**config.mk**
```make
export PLATFORM = sky130hd
export DESIGN_NAME = mfs_controller
export DESIGN_NICKNAME = d
export VERILOG_FILES = /design/src/design/maze_flood_fill_solver_assert.svh /design/src/design/mfs_pkg.sv /design/src/design/mfs_controller.sv
export SDC_FILE = /design/constraint.sdc
export NUM_CORES = 1
export LEC_CHECK = 0
export BUFFER_PORTS_ARGS = -buffer_cell sky130_fd_sc_hd__buf_2
export CAP_MARGIN = 15
export CORE_ASPECT_RATIO = 1.1
export CORE_MARGIN = 8
export CORE_UTILIZATION = 47
export CTS_CLUSTER_SIZE = 40
export DETAILED_ROUTE_END_ITERATION = 8
export HOLD_SLACK_MARGIN = 0.03
export PLACE_DENSITY = 0.79
export SYNTH_ARGS = -nofsm -noshare
export SYNTH_HDL_FRONTEND = slang
export SYNTH_SLANG_ARGS = --single-unit
```
**constraint.sdc**
```tcl
create_clock -name i_clk -period 4.9 [get_ports i_clk]
set_input_delay 0.98 -clock i_clk [delete_from_list [all_inputs] [get_ports i_clk]]
set_output_delay 0.98 -clock i_clk [all_outputs]
set_load 0.05 [all_outputs]
```
**src/design/maze_flood_fill_solver_assert.svh**
```systemverilog
// ----------------------------------------------------------------------------
// Maze flood-fill solver assertion macros
// Shared concurrent assertion forms, clocked on i_clk and held off in reset.
// ----------------------------------------------------------------------------
`ifndef MAZE_FLOOD_FILL_SOLVER_ASSERT_SVH
`define MAZE_FLOOD_FILL_SOLVER_ASSERT_SVH

// The consequent must hold in the same cycle as the antecedent.
`define MFS_ASSERT_SAME(label, ante, cons, msg) \
    label: assert property (@(posedge i_clk) disable iff (!i_rst_n) \
        (ante) |-> (cons)) else $error(msg);

// The consequent must hold in the cycle after the antecedent.
`define MFS_ASSERT_NEXT(label, ante, cons, msg) \
    label: assert property (@(posedge i_clk) disable iff (!i_rst_n) \
        (ante) |=> (cons)) else $error(msg);

`endif

```
**src/design/mfs_pkg.sv**
```systemverilog
// ----------------------------------------------------------------------------
// Maze flood-fill solver package
// Shared types, codes and helpers for the controller and the datapath.
// ----------------------------------------------------------------------------
package mfs_pkg;

    localparam int MFS_GRID_SIDE = 16;
    // Internal coordinates carry one extra bit so that x+1 and y+1 fit.
    localparam int COORD_W = 5;
    localparam int FIELD_W = 4;
    localparam int DIST_W  = 8;
    localparam logic [DIST_W-1:0] DIST_UNREACHED = 8'hFF;

    localparam logic [1:0] ACT_WALL  = 2'd0;
    localparam logic [1:0] ACT_FLOOD = 2'd1;
    localparam logic [1:0] ACT_QUERY = 2'd2;
    localparam logic [1:0] ACT_NONE  = 2'd3;

    localparam logic [1:0] DIR_N = 2'd0;
    localparam logic [1:0] DIR_E = 2'd1;
    localparam logic [1:0] DIR_S = 2'd2;
    localparam logic [1:0] DIR_W = 2'd3;

    localparam logic [1:0] SIDE_LEFT  = 2'd0;
    localparam logic [1:0] SIDE_FRONT = 2'd1;
    localparam logic [1:0] SIDE_RIGHT = 2'd2;

    typedef struct packed {
        logic [1:0]         action;
        logic [FIELD_W-1:0] cell_x;
        logic [FIELD_W-1:0] cell_y;
        logic [1:0]         heading;
        logic               wall_left;
        logic               wall_front;
        logic               wall_right;
        logic               goal_select;
    } t_item;

    typedef struct packed {
        logic [1:0]        move_dir;
        logic              move_found;
        logic [DIST_W-1:0] cell_dist;
        logic              at_goal;
    } t_result;

    typedef struct packed {
        logic       clr_step;
        logic       load_item;
        logic       wall_wr;
        logic [1:0] wall_side;
        logic       dist_clear;
        logic       seed;
        logic       pop_rd;
        logic       rd_queue;
        logic       rd_cell;
        logic       base_ld;
        logic       nb_first;
        logic       nb_next;
        logic       relax;
        logic       res_oor;
        logic       res_hit;
        logic       res_miss;
        logic       emit;
    } t_cmd;

    typedef struct packed {
        logic wclr_last;
        logic in_range;
        logic is_flood;
        logic seed_last;
        logic q_empty;
        logic nb_last;
        logic nb_hit;
        logic out_free;
    } t_stat;

    // Query tries neighbors north, east, west, south.
    function automatic logic [1:0] query_dir(input logic [1:0] step);
        logic [1:0] d;
        unique case (step)
            2'd0:    d = DIR_N;
            2'd1:    d = DIR_E;
            2'd2:    d = DIR_W;
            default: d = DIR_S;
        endcase
        return d;
    endfunction

endpackage

```
**src/design/mfs_controller.sv**
```systemverilog
// ----------------------------------------------------------------------------
// Maze flood-fill solver controller
// Sequences wall clearing, wall writes, the flood and the query.
// ----------------------------------------------------------------------------
module mfs_controller import mfs_pkg::*; (
    input  logic       i_clk,
    input  logic       i_rst_n,
    input  logic       i_valid,
    input  logic [1:0] i_action,
    input  t_stat      i_stat,
    output logic       o_ready,
    output t_cmd       o_cmd
);
    typedef enum logic [14:0] {
        S_CLR   = 15'b000000000000001,
        S_IDLE  = 15'b000000000000010,
        S_WALL0 = 15'b000000000000100,
        S_WALL1 = 15'b000000000001000,
        S_WALL2 = 15'b000000000010000,
        S_FCLR  = 15'b000000000100000,
        S_SEED  = 15'b000000001000000,
        S_POP   = 15'b000000010000000,
        S_PLD   = 15'b000000100000000,
        S_BASE  = 15'b000001000000000,
        S_NRD   = 15'b000010000000000,
        S_NCHK  = 15'b000100000000000,
        S_QRD   = 15'b001000000000000,
        S_QBASE = 15'b010000000000000,
        S_EMIT  = 15'b100000000000000
    } t_state;

    t_state r_state, n_state;

    assign o_ready = r_state == S_IDLE;

    always_comb begin
        n_state = r_state;
        o_cmd   = '0;
        unique case (r_state)
            S_CLR: begin
                o_cmd.clr_step = 1'b1;
                if (i_stat.wclr_last) begin
                    n_state = S_IDLE;
                end
            end
            S_IDLE: begin
                if (i_valid) begin
                    o_cmd.load_item = 1'b1;
                    unique case (i_action)
                        ACT_WALL:  n_state = i_stat.in_range ? S_WALL0 : S_EMIT;
                        ACT_FLOOD: n_state = S_FCLR;
                        ACT_QUERY: begin
                            if (i_stat.in_range) begin
                                n_state = S_QRD;
                            end else begin
                                o_cmd.res_oor = 1'b1;
                                n_state       = S_EMIT;
                            end
                        end
                        default:   n_state = S_EMIT;
                    endcase
                end
            end
            S_WALL0: begin
                o_cmd.wall_wr   = 1'b1;
                o_cmd.wall_side = SIDE_LEFT;
                n_state         = S_WALL1;
            end
            S_WALL1: begin
                o_cmd.wall_wr   = 1'b1;
                o_cmd.wall_side = SIDE_FRONT;
                n_state         = S_WALL2;
            end
            S_WALL2: begin
                o_cmd.wall_wr   = 1'b1;
                o_cmd.wall_side = SIDE_RIGHT;
                n_state         = S_EMIT;
            end
            S_FCLR: begin
                o_cmd.dist_clear = 1'b1;
                n_state          = S_SEED;
            end
            S_SEED: begin
                o_cmd.seed = 1'b1;
                if (i_stat.seed_last) begin
                    n_state = S_POP;
                end
            end
            S_POP: begin
                if (i_stat.q_empty) begin
                    n_state = S_EMIT;
                end else begin
                    o_cmd.pop_rd = 1'b1;
                    n_state      = S_PLD;
                end
            end
            S_PLD: begin
                o_cmd.rd_queue = 1'b1;
                n_state        = S_BASE;
            end
            S_BASE, S_QBASE: begin
                o_cmd.base_ld  = 1'b1;
                o_cmd.nb_first = 1'b1;
                n_state        = S_NRD;
            end
            S_NRD: begin
                n_state = S_NCHK;
            end
            S_NCHK: begin
                if (i_stat.is_flood) begin
                    o_cmd.relax = 1'b1;
                    if (i_stat.nb_last) begin
                        n_state = S_POP;
                    end else begin
                        o_cmd.nb_next = 1'b1;
                        n_state       = S_NRD;
                    end
                end else begin
                    priority if (i_stat.nb_hit) begin
                        o_cmd.res_hit = 1'b1;
                        n_state       = S_EMIT;
                    end else if (i_stat.nb_last) begin
                        o_cmd.res_miss = 1'b1;
                        n_state        = S_EMIT;
                    end else begin
                        o_cmd.nb_next = 1'b1;
                        n_state       = S_NRD;
                    end
                end
            end
            S_QRD: begin
                o_cmd.rd_cell = 1'b1;
                n_state       = S_QBASE;
            end
            S_EMIT: begin
                if (i_stat.out_free) begin
                    o_cmd.emit = 1'b1;
                    n_state    = S_IDLE;
                end
            end
            default: n_state = S_CLR;
        endcase
    end

    always_ff @(posedge i_clk) begin
        if (!i_rst_n) begin
            r_state <= S_CLR;
        end else begin
            r_state <= n_state;
        end
    end
endmodule

```
# Yosys cells after proc, flatten, opt, wreduce, memory -nomap -nowiden
# Cells that the tools add are included.
[totals] regBits=15 in_bits=13 output_inout_bits=19
[classes] n_eq_ne=21 n_mux=40 n_reduce_logical=3
[op_table] operator="$pmux W15 S14" count=1
[op_table] operator="$mux W15" count=10
[op_table] operator="$pmux W15 S3" count=1
[op_table] operator="$mux W1" count=22
[op_table] operator="$eq A15 B1 Y1 const B" count=1
[op_table] operator="$eq A15 B10 Y1 const B" count=1
[op_table] operator="$eq A15 B11 Y1 const B" count=1
[op_table] operator="$eq A15 B12 Y1 const B" count=1
[op_table] operator="$eq A15 B13 Y1 const B" count=1
[op_table] operator="$eq A15 B14 Y1 const B" count=1
[op_table] operator="$eq A15 B15 Y1 const B" count=1
[op_table] operator="$eq A15 B2 Y1 const B" count=1
[op_table] operator="$eq A15 B3 Y1 const B" count=1
[op_table] operator="$eq A15 B4 Y1 const B" count=1
[op_table] operator="$eq A15 B5 Y1 const B" count=1
[op_table] operator="$eq A15 B6 Y1 const B" count=1
[op_table] operator="$eq A15 B7 Y1 const B" count=1
[op_table] operator="$eq A15 B8 Y1 const B" count=1
[op_table] operator="$eq A15 B9 Y1 const B" count=1
[op_table] operator="$mux W11" count=1
[op_table] operator="$pmux W3 S3" count=1
[op_table] operator="$mux W2" count=4
[op_table] operator="$ne A2 B2 Y1 const B" count=4
[op_table] operator="$reduce_and A4 Y1" count=1
[op_table] operator="other kinds (4)" count=4

# Longest topological paths before layout
[depth] depth_word=4 depth_mapped=7

# Worst setup path before layout
# OpenSTA, ideal clock, no wires.
[synth_path] path_kind="in2out" from="in i_stat[5] (netlist name)" to="out o_cmd[1] (netlist name)" t_arrival_ns=2.571 t_required_ns=3.920 path_slack_ns=1.349 cell_stages=2 n_path_buf=0 cell_sequence="or4_4 > nor3_1"
[synth_rtl] item="start: declaration" line="mfs_controller.sv:10" source="input t_stat i_stat,"
[synth_rtl] item="end: declaration" line="mfs_controller.sv:12" source="output t_cmd o_cmd"

==> flow_summary.json <==
{
  "status": "finished clean",
  "relSlewSlack_pct": 62.77,
  "routedWlPerCell_um": 14.78,
  "synthFlopType": "dfxtp_1",
  "crit_buf_inv": 1,
  "viasPerCell": 5.691,
  "hold_start": "r_state[10]",
  "power.switching_w": 0.00007763,
  "cts.hold.buffers_added": 0,
  "setup-violations-final": 0,
  "period_minus_slack_ps": 3299,
  "clk_pin_slew_ps": 90,
  "yosysSeqAreaShare_pct": 28.17,
  "grt_pass1_vias": 1088,
  "netlist_instances": 136,
  "vdd_ir_drop_max_v": 0.0002018,
  "reg2reg_from": "r_state[14]",
  "die-height_um": 65.95,
  "ys_types": 44,
  "rows": 18,
  "fin_worst_skew_ps": 1.984,
  "period_share_pct": 67.33,
  "clk_latency_ps": 290,
  "p_leak_nw": 0.5961,
  "post_cts_resized": 0,
  "first_pass_iters": 4,
  "cpPeakStageDelay_ps": 530,
  "chipWidth_um": 61.41,
  "coreArea_sq_mm": 0.002207,
  "worst_slew_pin_slew_ps": 554.1,
  "worstPathCellList": "nor4_4, nand3_1, or4_4, nor3_1, buf_2",
  "p_comb_share_pct": 19.8,
  "die_area_sq_mm": 0.004050,
  "postCtsSetupRepairBufs": 0,
  "critPathKind": "reg2out",
  "top_regs": "r_state: 15 flops",
  "num-fill-cells": 243,
  "ant_nets": 0,
  "num_vias": 1104,
  "yosysWarningCount": 0,
  "gp_congestion": 0.9159,
  "p_per_area_mw_per_mm2": 201.5,
  "synth-edff-count": 0,
  "hp-class": "reg2reg",
  "pin_count": 32,
  "drtIter0Drc": 37,
  "synth_fp_nets": 149,
  "ys_ff_latch": 15,
  "dp_hpwl_mm": 2.298,
  "rr_worst_depth": 5,
  "start_kind": "flip-flop",
  "worstPathArrival_ps": 2320,
  "clockBufferDepth": 2,
  "grt_use_total_pct": 15.44,
  "start_util_pct": 48.30,
  "async_reset_ff_share_pct": 0,
  "remaining_drc_errors": 0,
  "grt_max_degree": 12,
  "netSwitchingFraction_pct": 30.91,
  "antenna_found_initial": 0,
  "max-cap-violations": 0,
  "cts_buffers": 3,
  "rsz0062_at_grt": "false",
  "antenna_cells": 0,
  "grt_pass1_wl_mm": 4.836,
  "hold_viol_final": 0,
  "overflow": 0,
  "syn_to_final_growth_pct": 16.90,
  "largest_reg_flops": 15,
  "finalPower_w": 0.0002512,
  "wirelength_mm": 2.867,
  "root_buffer": "clkbuf_4",
  "cp-end-kind": "output port",
  "htree_levels": 1,
  "crit_required_ps": 3920,
  "finalSetupTns_ps": 0,
  "max_freq_mhz": 303.1,
  "crit_start": "r_state[4]",
  "clockPowerShare_pct": 29.3,
  "drive_above_1_share_pct": 27.44,
  "cts_num_sinks": 15,
  "port-buffer-count": 31,
  "syn-cell-area_sq_mm": 0.001066,
  "slew_violations": 0,
  "syn-mean-instance-area_sq_um": 7.838,
  "critPathMaxFanout": 9,
  "critPathTopFamily": "simple AND/OR/NAND/NOR gates",
  "slowest_stage": "nor4_4",
  "cts_tree": "done",
  "largest-register": "r_state",
  "cp.depth": 5,
  "hold-path-cell-count": 2,
  "layout.nets": 178,
  "intPower_w": 0.0001735,
  "seq_power_share_pct": 50.8
}
power by group through the flow:
stage               Combinational (W)  Sequential, W  Clock [W]
floorplan                   0.0000353       0.000130          0
global placement            0.0000486       0.000130          0
detailed placement          0.0000492       0.000131          0
CTS                         0.0000496       0.000128  0.0000757
global route                0.0000552       0.000128  0.0000807
finish                      0.0000498       0.000128  0.0000737
layer usage:
layer	vias to the layer above	track usage [%]	share of wire [%]
met3	7	3.502	6.7
met4	0	7.692	2.1
met5	-	0	0
met2	37	25.13	49
li1	555	-	-
met1	505	18.26	43
worst paths after layout:
| kind | to | slack (ps) |
|---|---|---|
| worst min register to register | r_state[11] | 520 |
| worst min-delay path | r_state[11] | 520 |
| worst max-delay path | o_cmd[1] | 1600 |
| worst max register to register | r_state[14] | 2840 |
worst reg2reg max path: stages (launching register included):
cell	delay (ps)
dfxtp_1	410
nor4_2	510
nand3_1	270
or4_1	570
o221ai_1	100
a32o_1	160
synthesized netlist by cell type, drive strengths merged, types with 3 or more instances:
cell / count / share of area (%)
nand3: 6 / 2.8
and4b: 3 / 2.8
inv: 9 / 3.2
nor3: 7 / 3.3
clkbuf: 3 / 1.1
dfxtp: 15 / 28
nor2b: 3 / 1.8
and2: 8 / 4.7
nand4: 5 / 2.9
nand2: 9 / 3.2
a21oi: 6 / 3.2
buf: 4 / 2.7
nor2: 17 / 6.0
nor4: 6 / 6.9
xor2: 4 / 3.3
or4: 3 / 2.8
o21ai: 3 / 1.4
o21a: 3 / 2.1
layout make-up:
class	instances	area [sq um]	area share, %
Timing Repair Buffer	31	155.1	12.45
Clock inverter	1	5.005	0.4016
Tap cell	30	37.54	3.012
Inverter	9	33.78	2.711
Sequential cell	15	300.3	24.10
Multi-Input combinational cell	105	691.9	55.52
Clock buffer	3	22.52	1.807
cell usage in the layout, fill, tap and decap left out, types with 4 or more instances in the layout:
cell,n
dfxtp_1,15
nor3_1,7
inv_1,9
nor2_1,17
nand2_1,9
nand4_1,5
and2_1,7
xor2_1,4
buf_2,31
a21oi_1,5
nand3_1,6
logic make-up after synthesis:
| group | count (synthesis) | share of synthesized area (%) |
|---|---|---|
| AND/OR/NAND/NOR | 80 | 47.18 |
| AO/OA/AOI/OAI | 20 | 13.38 |
| buffers and inverters | 16 | 6.925 |
| flip-flops | 15 | 28.17 |
| XOR/XNOR | 4 | 3.286 |
| multiplexers | 1 | 1.056 |
stage by stage:
stage | instance area [sq um] | worst slack [ps] | cells | util, % | hold WS, ps
global route | 1246 | 1422 | 194 | 56.46 | 545.3
global placement | 1219 | 1872 | 190 | 55.22 | 497.0
detailed placement | 1219 | 1857 | 190 | 55.22 | 508.4
finish | 1246 | 1601 | 194 | 56.46 | 520.6
floorplan | 1066 | 1349 | 136 | - | 482.7
CTS | 1246 | 1604 | 194 | 56.46 | 520.6
(Power assumes the default switching activity.)
